<file path="src/cld_pkg.sv">
`default_nettype none

package cld_pkg;

    localparam int MAX_BODY_W   = 27;
    localparam int MAX_HEADER_W = 17;
    localparam int CFG_DATA_W   = 27;
    localparam int PREFIX_LEN   = 15;

    localparam logic [MAX_BODY_W-1:0]   MAX_BODY_RESET   = 27'd67108864;
    localparam logic [MAX_HEADER_W-1:0] MAX_HEADER_RESET = 17'd65536;

    localparam logic [7:0] CH_CR    = 8'h0d;
    localparam logic [7:0] CH_LF    = 8'h0a;
    localparam logic [7:0] CH_SPACE = 8'h20;
    localparam logic [7:0] CH_ZERO  = 8'h30;
    localparam logic [7:0] CH_NINE  = 8'h39;

    typedef enum logic {
        REG_MAX_BODY   = 1'b0,
        REG_MAX_HEADER = 1'b1
    } reg_index_t;

    typedef enum logic [1:0] {
        KIND_BODY  = 2'd0,
        KIND_EMPTY = 2'd1,
        KIND_ERROR = 2'd2
    } kind_t;

    typedef enum logic [1:0] {
        ERR_HEADER_LONG = 2'd0,
        ERR_INVALID     = 2'd1,
        ERR_MISSING     = 2'd2,
        ERR_TOO_LARGE   = 2'd3
    } err_t;

    typedef enum logic [3:0] {
        PH_PREFIX = 4'b0001,
        PH_SPACE  = 4'b0010,
        PH_DIGIT  = 4'b0100,
        PH_SKIP   = 4'b1000
    } phase_t;

    // "Content-Length:"
    function automatic logic [7:0] prefix_char(input logic [3:0] idx);
        logic [7:0] ch;
        case (idx)
            4'd0:    ch = 8'h43;
            4'd1:    ch = 8'h6f;
            4'd2:    ch = 8'h6e;
            4'd3:    ch = 8'h74;
            4'd4:    ch = 8'h65;
            4'd5:    ch = 8'h6e;
            4'd6:    ch = 8'h74;
            4'd7:    ch = 8'h2d;
            4'd8:    ch = 8'h4c;
            4'd9:    ch = 8'h65;
            4'd10:   ch = 8'h6e;
            4'd11:   ch = 8'h67;
            4'd12:   ch = 8'h74;
            4'd13:   ch = 8'h68;
            4'd14:   ch = 8'h3a;
            default: ch = 8'h00;
        endcase
        return ch;
    endfunction

endpackage

`default_nettype wire

</file>
<file path="src/content_length_deframer.sv">
`default_nettype none

// Content-Length deframer: takes one stream byte per cycle on s_ while the output is not stalled
// and, once a header ending in CR LF CR LF has carried a valid Content-Length line, passes that
// many body bytes out on m_ with m_last on the final one (a zero length gives one empty-message
// word, a bad header one error word). The result word of an accepted byte, if any, sits in the
// output register in the cycle after it is accepted; s_ready is high whenever that register is
// empty or being taken, so a stalled output holds the input for exactly as long as the stall
// lasts. The header state lives in a handful of flip-flops updated by one multiply-by-ten
// accumulate per byte, so the sustained rate is one byte per cycle when m_ is not stalled.
// Limits are written on the always-ready cfg_ port (index 0 body limit, index 1 header limit).
module content_length_deframer
    import cld_pkg::*;
#(
    parameter int LENGTH_BITS       = 27,
    parameter int HEADER_COUNT_BITS = 17
) (
    input  wire logic                    aclk,
    input  wire logic                    aresetn,

    input  wire logic                    cfg_valid,
    output logic                         cfg_ready,
    input  wire logic                    cfg_index,
    input  wire logic [CFG_DATA_W-1:0]   cfg_data,

    input  wire logic                    s_valid,
    output logic                         s_ready,
    input  wire logic [7:0]              s_data_byte,

    output logic                         m_valid,
    input  wire logic                    m_ready,
    output logic [1:0]                   m_kind,
    output logic [7:0]                   m_body_byte,
    output logic                         m_last,
    output logic [1:0]                   m_error_code
);

    localparam int LB = LENGTH_BITS;
    localparam int HB = HEADER_COUNT_BITS;
    localparam int CW = (LB > MAX_BODY_W) ? LB : MAX_BODY_W;
    localparam int HW = ((HB + 1) > MAX_HEADER_W) ? (HB + 1) : MAX_HEADER_W;
    localparam logic [LB-1:0] LEN_MAX = {LB{1'b1}};
    localparam logic [HB-1:0] HDR_MAX = {HB{1'b1}};

    logic [MAX_BODY_W-1:0]   max_body_reg;
    logic [MAX_HEADER_W-1:0] max_header_reg;

    logic          in_body_reg, in_body_next;
    logic [LB-1:0] rem_reg, rem_next;
    logic [HB-1:0] hc_reg, hc_next;
    logic [1:0]    term_reg, term_next;
    phase_t        phase_reg, phase_next;
    logic [3:0]    idx_reg, idx_next;
    logic [LB-1:0] acc_reg, acc_next;
    logic          sat_reg, sat_next;
    logic          seen_reg, seen_next;
    logic          inv_reg, inv_next;
    logic          pend_reg, pend_next;

    logic          m_valid_reg;
    logic [1:0]    m_kind_reg;
    logic [7:0]    m_body_byte_reg;
    logic          m_last_reg;
    logic [1:0]    m_error_code_reg;

    logic          res_valid;
    kind_t         res_kind;
    logic [7:0]    res_byte;
    logic          res_last;
    err_t          res_code;

    logic          accept;
    logic          is_digit;
    logic [LB+3:0] acc_ext;
    logic [LB+3:0] prod;
    logic [LB-1:0] acc_digit;
    logic          acc_ovf;
    logic [HB:0]   next_cnt;

    assign cfg_ready = 1'b1;
    assign s_ready   = !m_valid_reg || m_ready;
    assign accept    = s_valid && s_ready;

    assign m_valid      = m_valid_reg;
    assign m_kind       = m_kind_reg;
    assign m_body_byte  = m_body_byte_reg;
    assign m_last       = m_last_reg;
    assign m_error_code = m_error_code_reg;

    // times ten plus digit, saturating
    assign is_digit  = (s_data_byte >= CH_ZERO) && (s_data_byte <= CH_NINE);
    assign acc_ext   = (LB + 4)'(acc_reg);
    assign prod      = (acc_ext << 3) + (acc_ext << 1) + (LB + 4)'(s_data_byte[3:0]);
    assign acc_ovf   = (prod[LB+3:LB] != 4'd0);
    assign acc_digit = acc_ovf ? LEN_MAX : prod[LB-1:0];
    assign next_cnt  = {1'b0, hc_reg} + (HB + 1)'(1);

    always_comb begin
        logic          done;
        logic          clear;
        logic          start_body;
        logic [LB-1:0] body_len;

        in_body_next = in_body_reg;
        rem_next     = rem_reg;
        hc_next      = hc_reg;
        term_next    = term_reg;
        phase_next   = phase_reg;
        idx_next     = idx_reg;
        acc_next     = acc_reg;
        sat_next     = sat_reg;
        seen_next    = seen_reg;
        inv_next     = inv_reg;
        pend_next    = pend_reg;

        res_valid  = 1'b0;
        res_kind   = KIND_BODY;
        res_byte   = 8'd0;
        res_last   = 1'b0;
        res_code   = ERR_HEADER_LONG;
        done       = 1'b0;
        clear      = 1'b0;
        start_body = 1'b0;
        body_len   = acc_reg;

        if (in_body_reg) begin
            res_valid = 1'b1;
            res_byte  = s_data_byte;
            res_last  = (rem_reg <= LB'(1));
            if (rem_reg != '0) begin
                rem_next = rem_reg - LB'(1);
            end
            if (rem_next == '0) begin
                clear = 1'b1;
            end
        end else begin
            hc_next = next_cnt[HB] ? HDR_MAX : next_cnt[HB-1:0];

            // terminator tracking
            if (s_data_byte == CH_CR) begin
                term_next = (term_reg == 2'd2) ? 2'd3 : 2'd1;
            end else if (s_data_byte == CH_LF && (term_reg == 2'd1 || term_reg == 2'd3)) begin
                if (term_reg == 2'd3) begin
                    term_next = 2'd0;
                    done      = 1'b1;
                end else begin
                    term_next = 2'd2;
                end
            end else begin
                term_next = 2'd0;
            end

            // line parser
            if (pend_reg) begin
                pend_next = 1'b0;
                if (s_data_byte == CH_LF) begin
                    if (phase_reg == PH_SPACE) begin
                        inv_next = 1'b1;
                    end
                    if (phase_reg == PH_DIGIT) begin
                        seen_next = 1'b1;
                    end
                    phase_next = PH_PREFIX;
                    idx_next   = 4'd0;
                end else begin
                    // lone cr is a line character that never fits
                    if (phase_reg == PH_SPACE || phase_reg == PH_DIGIT) begin
                        inv_next = 1'b1;
                    end
                    phase_next = PH_SKIP;
                    if (s_data_byte == CH_CR) begin
                        pend_next = 1'b1;
                    end
                end
            end else if (s_data_byte == CH_CR) begin
                pend_next = 1'b1;
            end else begin
                unique case (phase_reg)
                    PH_PREFIX: begin
                        if (idx_reg < 4'(PREFIX_LEN) && s_data_byte == prefix_char(idx_reg)) begin
                            idx_next = idx_reg + 4'd1;
                            if (idx_next == 4'(PREFIX_LEN)) begin
                                phase_next = PH_SPACE;
                                acc_next   = '0;
                                sat_next   = 1'b0;
                            end
                        end else begin
                            phase_next = PH_SKIP;
                        end
                    end
                    PH_SPACE: begin
                        if (s_data_byte != CH_SPACE) begin
                            if (is_digit) begin
                                phase_next = PH_DIGIT;
                                acc_next   = acc_digit;
                                sat_next   = sat_reg | acc_ovf;
                            end else begin
                                inv_next   = 1'b1;
                                phase_next = PH_SKIP;
                            end
                        end
                    end
                    PH_DIGIT: begin
                        if (is_digit) begin
                            acc_next = acc_digit;
                            sat_next = sat_reg | acc_ovf;
                        end else begin
                            inv_next   = 1'b1;
                            phase_next = PH_SKIP;
                        end
                    end
                    PH_SKIP: begin
                    end
                    default: begin
                        phase_next = PH_SKIP;
                    end
                endcase
            end

            if (!done) begin
                if (HW'(next_cnt) > HW'(max_header_reg)) begin
                    clear     = 1'b1;
                    res_valid = 1'b1;
                    res_kind  = KIND_ERROR;
                    res_code  = ERR_HEADER_LONG;
                end
            end else begin
                clear    = 1'b1;
                body_len = acc_next;
                if (inv_next) begin
                    res_valid = 1'b1;
                    res_kind  = KIND_ERROR;
                    res_code  = ERR_INVALID;
                end else if (!seen_next) begin
                    res_valid = 1'b1;
                    res_kind  = KIND_ERROR;
                    res_code  = ERR_MISSING;
                end else if (sat_next || CW'(acc_next) > CW'(max_body_reg)) begin
                    res_valid = 1'b1;
                    res_kind  = KIND_ERROR;
                    res_code  = ERR_TOO_LARGE;
                end else if (acc_next == '0) begin
                    res_valid = 1'b1;
                    res_kind  = KIND_EMPTY;
                end else begin
                    start_body = 1'b1;
                end
            end
        end

        if (clear) begin
            in_body_next = 1'b0;
            rem_next     = '0;
            hc_next      = '0;
            term_next    = 2'd0;
            phase_next   = PH_PREFIX;
            idx_next     = 4'd0;
            acc_next     = '0;
            sat_next     = 1'b0;
            seen_next    = 1'b0;
            inv_next     = 1'b0;
            pend_next    = 1'b0;
        end
        if (start_body) begin
            in_body_next = 1'b1;
            rem_next     = body_len;
        end
    end

    always_ff @(posedge aclk) begin
        if (!aresetn) begin
            max_body_reg   <= MAX_BODY_RESET;
            max_header_reg <= MAX_HEADER_RESET;
        end else if (cfg_valid && cfg_ready) begin
            unique case (cfg_index)
                REG_MAX_BODY:   max_body_reg   <= cfg_data[MAX_BODY_W-1:0];
                REG_MAX_HEADER: max_header_reg <= cfg_data[MAX_HEADER_W-1:0];
                default: begin
                end
            endcase
        end
    end

    always_ff @(posedge aclk) begin
        if (!aresetn) begin
            in_body_reg <= 1'b0;
            rem_reg     <= '0;
            hc_reg      <= '0;
            term_reg    <= 2'd0;
            phase_reg   <= PH_PREFIX;
            idx_reg     <= 4'd0;
            acc_reg     <= '0;
            sat_reg     <= 1'b0;
            seen_reg    <= 1'b0;
            inv_reg     <= 1'b0;
            pend_reg    <= 1'b0;
        end else if (accept) begin
            in_body_reg <= in_body_next;
            rem_reg     <= rem_next;
            hc_reg      <= hc_next;
            term_reg    <= term_next;
            phase_reg   <= phase_next;
            idx_reg     <= idx_next;
            acc_reg     <= acc_next;
            sat_reg     <= sat_next;
            seen_reg    <= seen_next;
            inv_reg     <= inv_next;
            pend_reg    <= pend_next;
        end
    end

    // output word register
    always_ff @(posedge aclk) begin
        if (!aresetn) begin
            m_valid_reg <= 1'b0;
        end else if (s_ready) begin
            m_valid_reg <= accept && res_valid;
        end
    end

    always_ff @(posedge aclk) begin
        if (s_ready) begin
            m_kind_reg       <= res_kind;
            m_body_byte_reg  <= res_byte;
            m_last_reg       <= res_last;
            m_error_code_reg <= res_code;
        end
    end

endmodule

`default_nettype wire

</file>
<file path="config.mk">
export PLATFORM = sky130hd
export DESIGN_NAME = content_length_deframer
export DESIGN_NICKNAME = d
export VERILOG_FILES = /design/src/cld_pkg.sv /design/src/content_length_deframer.sv
export SDC_FILE = /design/constraint.sdc
export NUM_CORES = 1
export LEC_CHECK = 0
export BUFFER_PORTS_ARGS = -buffer_cell sky130_fd_sc_hd__buf_2
export CAP_MARGIN = 20
export CORE_MARGIN = 5
export CORE_UTILIZATION = 50
export DETAILED_ROUTE_END_ITERATION = 10
export PLACE_DENSITY = 0.72
export SKIP_LAST_GASP = 1
export SYNTH_ARGS = -nofsm -noshare
export SYNTH_HDL_FRONTEND = slang
export SYNTH_SLANG_ARGS = --single-unit
</file>
<file path="constraint.sdc">
create_clock -name aclk -period 8.4 [get_ports aclk]
set_input_delay 0.42 -clock aclk [delete_from_list [all_inputs] [get_ports aclk]]
set_output_delay 0.42 -clock aclk [all_outputs]
set_load 0.02 [all_outputs]
</file>
---- After elaboration in Yosys (flattened, before gate mapping) ----
Memory sizes are Yosys's and may differ from the RTL's. A register that Yosys moved wholly into a read port is not among the register bits.
Index checks and enable logic that the tools add are counted.
operators by class
  add/sub/neg operators ................... 5
  $lt $le $gt $ge ......................... 6
  eq/ne operators ......................... 19
  muxes and demuxes ....................... 114
  bitwise gates (word level) .............. 3
  reductions and logical operators ........ 27
operator list
  operator                                                                             count
  27-bit two-way mux                                                                   17
  27-bit one-hot mux with 3 select lines                                               1
  4-bit two-way mux                                                                    19
  27-bit logical NOT                                                                   2
  1-bit two-way mux                                                                    54
  17-bit two-way mux                                                                   3
  8-bit two-way mux                                                                    4
  30-bit by 28-bit adder with 31-bit output                                            1
  31-bit by 4-bit adder with 31-bit output                                             1
  27-bit > comparator                                                                  1
  27-bit by 1-bit <= comparator with 1-bit output, second input constant               1
  27-bit nonzero test                                                                  1
  27-bit by 1-bit subtractor with 27-bit output, second input constant                 1
  2-bit two-way mux                                                                    13
  17-bit by 1-bit adder with 18-bit output, second input constant                      1
  18-bit by 17-bit > comparator with 1-bit output                                      1
  8-bit by 4-bit == test with 1-bit output, second input constant                      2
  4-bit one-hot mux with 4 select lines                                                1
  2-bit AND reduction                                                                  5
  3-bit nonzero test                                                                   3
  4-bit == test, second input constant                                                 2
  8-bit == test                                                                        1
  8-bit by 6-bit greater-or-equal comparator with 1-bit output, second input constant  1
  8-bit by 6-bit <= comparator with 1-bit output, second input constant                1
  other kinds (28)                                                                     37
word-level totals
  bits in registers ....................... 144
  memory bits (read-only) ................. 112
  input port bits ......................... 41
  output and inout bits ................... 16
  word-level logic and storage cells ...... 194
  memories ................................ 1
memories
  name              words  width  rd ports  clocked after Yosys merged registers in  wr ports  RTL line       RTL
  (name not given)  16     7      1         1                                        0         cld_pkg.sv:47  case (idx)

---- Longest topological paths before layout ----
  word-level depth ........................ 21
  gate-level depth with buffers ........... 27
  depth with buffers taken out ............ 25

---- Worst setup path after synthesis ----
No wires, ideal clock.
  kind .................................... input -> register
  start ................................... input port s_data_byte[3]
  end ..................................... register rem_reg[2]
  arrival time ............................ 6873 ps
  setup slack ............................. 1467 ps
  stages .................................. 24
  path buffers ............................ 2
  path through ............................ fa_1 -> ha_1 -> a21o_1 -> nand4_1 -> a211oi_2 -> o2111a_1 -> nor4_1 -> a2111oi_1 -> or3_1 -> buf_2 -> a211oi_1 -> nor3_1 -> ha_1 -> a21o_1 -> a21o_1 -> a21oi_1 -> o21ai_0 -> or4b_2 -> o221ai_1 -> a21oi_1 -> nor4b_1 -> clkbuf_1 -> o2111ai_1 -> nand2_1
on the way
  word-level cells in the longest chain between the ends .. 18
RTL lines
  item                                                   RTL line                                                        RTL
  start, declared                                        content_length_deframer.sv:28                                   input wire logic [7:0] s_data_byte,
  31-bit by 4-bit adder with 31-bit output               content_length_deframer.sv:93                                   assign prod = (acc_ext << 3) + (acc_ext << 1) + (LB + 4)'(s_data_byte[3:0]);
  4-bit nonzero test                                     content_length_deframer.sv:94                                   assign acc_ovf = (prod[LB+3:LB] != 4'd0);
  27-bit two-way mux                                     content_length_deframer.sv:95                                   assign acc_digit = acc_ovf ? LEN_MAX : prod[LB-1:0];
  27-bit two-way mux                                     content_length_deframer.sv:193, content_length_deframer.sv:204
  27-bit two-way mux                                     content_length_deframer.sv:192                                  if (s_data_byte != CH_SPACE) begin
  27-bit one-hot mux with 3 select lines                 content_length_deframer.sv:178                                  unique case (phase_reg)
  27-bit two-way mux                                     content_length_deframer.sv:175                                  end else if (s_data_byte == CH_CR) begin
  27-bit two-way mux                                     content_length_deframer.sv:154                                  if (pend_reg) begin
  [2 not listed]                                         -
  1-bit logical OR or 1-bit two-way mux (tied branches)  content_length_deframer.sv:238, content_length_deframer.sv:242
  1-bit two-way mux                                      content_length_deframer.sv:238                                  end else if (sat_next || CW'(acc_next) > CW'(max_body_reg)) begin
  1-bit two-way mux                                      content_length_deframer.sv:234                                  end else if (!seen_next) begin
  1-bit two-way mux                                      content_length_deframer.sv:230                                  if (inv_next) begin
  1-bit two-way mux                                      content_length_deframer.sv:220                                  if (!done) begin
  1-bit two-way mux                                      content_length_deframer.sv:126                                  if (in_body_reg) begin
  3-bit nonzero test (no source line)                    -
  2-bit AND reduction (no source line)                   -
  end signal, assigned                                   content_length_deframer.sv:299                                  rem_reg <= rem_next;
  end, declared                                          content_length_deframer.sv:49                                   logic [LB-1:0] rem_reg, rem_next;
Several ways; a longest one is shown, not always the timed one. The select of a mux whose other input is x is not followed.
A chain may end at the register's enable or synchronous reset.

---- Worst setup path after layout ----
  start ................................... register acc_reg[2]
  end ..................................... register rem_reg[15]
on the way
  word-level cells in the longest chain between the ends .. 19
RTL lines
  item                                                   RTL line                                                        RTL
  start, declared                                        content_length_deframer.sv:54                                   logic [LB-1:0] acc_reg, acc_next;
  start signal, assigned                                 content_length_deframer.sv:304                                  acc_reg <= acc_next;
  30-bit by 28-bit adder with 31-bit output              content_length_deframer.sv:93
  31-bit by 4-bit adder with 31-bit output               content_length_deframer.sv:93
  4-bit nonzero test                                     content_length_deframer.sv:94
  27-bit two-way mux                                     content_length_deframer.sv:95
  27-bit two-way mux                                     content_length_deframer.sv:193, content_length_deframer.sv:204
  27-bit two-way mux                                     content_length_deframer.sv:192
  27-bit one-hot mux with 3 select lines                 content_length_deframer.sv:178
  27-bit two-way mux                                     content_length_deframer.sv:175
  [3 not listed]                                         -
  1-bit logical OR or 1-bit two-way mux (tied branches)  content_length_deframer.sv:238, content_length_deframer.sv:242
  1-bit two-way mux                                      content_length_deframer.sv:238
  1-bit two-way mux                                      content_length_deframer.sv:234
  1-bit two-way mux                                      content_length_deframer.sv:230
  1-bit two-way mux                                      content_length_deframer.sv:220
  1-bit two-way mux                                      content_length_deframer.sv:126
  3-bit nonzero test (no source line)                    -
  2-bit AND reduction (no source line)                   -
Several ways; a longest one is shown, not always the timed one. The select of a mux whose other input is x is not followed.

==> results.toml <==
[worst_setup_path]
setup.worst_path.end_class = "flop"
cp_common_cell = "a21oi_1"
critical_path_class = "flop to flop"
cp_max_fo = 26
path_delay_family = "compound AO/OA/AOI/OAI gates"
regToRegSetupSlack_ns = 0.95
critPathBufInv = 2
critPathSlowestCell = "or4b_2"
worst_r2r_path_depth = 23
regToRegEndpoint = "rem_reg[15]"
arrival_ns = 7.78
required_ns = 8.73
critPathMaxStageDelay_ns = 0.67
crit_chain = "fa_1, fa_1, a21oi_1, o221a_2, or4_1, a311o_1, o31ai_1, xor2_1, or4_1, o21ai_0, a21oi_1, ha_1, a21o_1, a21o_1, a21oi_1, o21ai_0, or4b_2, o221ai_1, a21oi_1, nor4b_2, buf_4, inv_1, o31ai_1"
startpoint_type = "flop"
timing.rr.start = "acc_reg[2]"
cp-startpoint = "acc_reg[2]"

[global_routing]
grt_pass1_vias = 11200
antenna_found_initial = 0
grt_max_degree = 128
grt_pass1_wl_mm = 59.2
grt-ovfl-total = 0
grt.total_usage = 0.270

[min_path]
hp-class = "input port to flop"
hold_path_depth = 3
min_to = "max_body_reg[26]"
min_from = "cfg_data[26]"

[synth]
async_flop_share = 0
netlist_area_mm2 = 0.0120
synth_edf_count = 13
yosysSeqAreaShare = 0.263
ys_ff_latch = 151
yosys.area.top_type = "dfxtp_1"
syn_inst = 1577
ys_types = 90
synth_top_flop_cell = "dfxtp_1"
synth_top_area_frac = 0.231
ys_top_cells_by_area = "dfxtp_1, ha_1, nand2_1, a21oi_1, o21ai_0"
synth_nets = 1727
avgSynthCellArea_um2 = 7.60
yosys_warnings = 0

[timing]
setup-tns-final_ns = 0
period_share = 0.887
min_period_ns = 7.45
setup_violations = 0
fin_skew_ns = 0.0100
rsz0062_at_grt = "false"
setup_ws_ns = 0.949
hold_violations = 0
worst_pin_slew_ns = 1.06
maxSlewHeadroom = 0.288
slew_viol_final = 0
fmax_ghz = 0.134

[power_and_ir_drop]
intPower_w = 0.00133
p_leak_nw = 5.50
p_seq_frac = 0.406
switchingPower_w = 0.000533
power.density_mw_per_mm2 = 143
comb_power_share = 0.162
p_clk_frac = 0.432
sw_frac_of_total = 0.286
ir_worst_vdd_v = 0.000143
fin_total_pwr_w = 0.00186

[floorplan]
die_w_um = 165
row_count = 56
die_h_um = 165
start_util = 0.509
core_area_mm2 = 0.0235
dieArea_mm2 = 0.0272
ios = 57

[cts]
cts_max_level = 4
cts_hold_buf = 0
clk_latency_ns = 0.43
cts_resized = 0
cts_buffers = 17
path_clk_slew_ns = 0.06
cts_tree = "yes"
post-cts-setup-buffers = 0
cts-root-buf = "clkbuf_16"
clock_path_buffers = 2
clock_sinks = 151

[placement]
port_buffers = 55
place_ws_ns = 0.922
dpl_cell_area_mm2 = 0.0124
hpwl_mm = 27.3
place.gp.congestion = 1.02

[routing]
vias = 12000
drtIter0Drc = 1412
post_drt_wl_per_cell_um = 19.4
ant_nets = 0
via_per_inst = 6.30
firstDrtPassIters = 6
drc_errors = 0
routed_wl_mm = 37.0

[cells_and_area]
drive_gt1_frac = 0.0869
nets = 1725
n_antenna_cell = 0
design_area_mm2 = 0.0130
area_growth_pct = 8.83
fin_util = 0.554

[status]
status = "finished, final reports clean"

[job]
max-cap-violations = 0
==> synth_stat cells (all sizes together), types with 4 or more instances <==
cell	number
nand2	184
dfxtp	138
a21oi	123
o21ai	116
ha	107
nor2	105
inv	82
clkbuf	75
a21boi	53
nand3	48
nor2b	47
nor3	37
xnor2	36
nand4	30
a21o	25
a211oi	24
xor2	24
nor4	19
a22oi	18
a31oi	18
and3	18
buf	18
o211ai	18
and2	17
nand2b	16
o21a	16
or4	14
edfxtp	13
o2111ai	11
or3	11
o31ai	10
or2	10
o221ai	7
a2111oi	6
and4	5
o21bai	5
o41ai	5
or4b	5
a211o	4
nor3b	4
nor4b	4
==> per-layer routing <==
metal,GRT usage,vias to the layer above,part of all wire
met1,0.375,5638,0.44
li1,-,5744,-
met2,0.429,540,0.45
met4,0.0964,0,0.031
met5,0,-,0
met3,0.0389,88,0.081
==> how the worst max path moves through the flow <==
stage / to / slack, ns / depth (start not counted)
2_1_floorplan: rem_reg[2] / 1.47 / 24
3_3_place_gp: rem_reg[7] / 1.05 / 24
3_5_place_dp: rem_reg[15] / 0.92 / 24
4_1_cts: rem_reg[7] / 1.08 / 23
5_1_grt: rem_reg[15] / 0.61 / 23
6_report: rem_reg[15] / 0.95 / 23
==> placed cells by master, fill, tap and decap left out, drive strengths merged, types with 17 or more instances in the layout <==
cell | netlist | final
clkbuf | 75 | 19
buf | 18 | 72
nor2 | 105 | 105
and3 | 18 | 18
a21boi | 53 | 53
a211oi | 24 | 24
o21ai | 116 | 116
nor2b | 47 | 47
nand3 | 48 | 48
ha | 107 | 107
a21o | 25 | 25
dfxtp | 138 | 138
a22oi | 18 | 18
nand4 | 30 | 30
o211ai | 18 | 18
and2 | 17 | 17
xnor2 | 36 | 36
nand2 | 184 | 184
a21oi | 123 | 123
nor4 | 19 | 19
inv | 82 | 87
nor3 | 37 | 37
a31oi | 18 | 18
xor2 | 24 | 24
==> power by group through the flow <==
| stage | clock network [W] | logic [W] | registers [W] |
|---|---|---|---|
| 2_1_floorplan | 0 | 0.000220 | 0.000767 |
| 3_3_place_gp | 0 | 0.000289 | 0.000772 |
| 3_5_place_dp | 0 | 0.000292 | 0.000772 |
| 4_1_cts | 0.000808 | 0.000295 | 0.000756 |
| 5_1_grt | 0.000842 | 0.000330 | 0.000758 |
| 6_report | 0.000804 | 0.000302 | 0.000757 |
==> worst reg2reg max path: stages, from the launching register on <==
cell and delay [ns]:
dfxtp_1 0.42, fa_1 0.59, fa_1 0.25, a21oi_1 0.10, o221a_2 0.26, or4_1 0.50, a311o_1 0.37, o31ai_1 0.30
xor2_1 0.55, or4_1 0.41, o21ai_0 0.15, a21oi_1 0.42, ha_1 0.33, a21o_1 0.19, a21o_1 0.17, a21oi_1 0.12
o21ai_0 0.13, or4b_2 0.67, o221ai_1 0.23, a21oi_1 0.14, nor4b_2 0.31, buf_4 0.36, inv_1 0.13, o31ai_1 0.25
==> cell families after synthesis <==
group | synth area share
compound gates | 0.271
xor+xnor | 0.0439
fa+ha+maj | 0.115
buf+inv | 0.0585
flops | 0.263
mux | 0.00345
other cells | 0.000313
simple gates | 0.245
==> through the flow <==
stage                     std cells  hold slack (ns)
after global placement         1874            0.455
final                          1907            0.234
after floorplan                1577            0.443
after global routing           1907            0.248
after CTS                      1906            0.225
after detailed placement       1874            0.461
==> layout make-up <==
class / instances / area (um2)
fillers: 2291 / 10500
multi-input cells: 1250 / 8150
clock buffers: 19 / 433
repair buffers: 72 / 425
inverters: 83 / 317
well taps: 319 / 399
clock inverters: 13 / 169
flip-flops and latches: 151 / 3150
No activity file was read; power rests on OpenSTA's default activity.
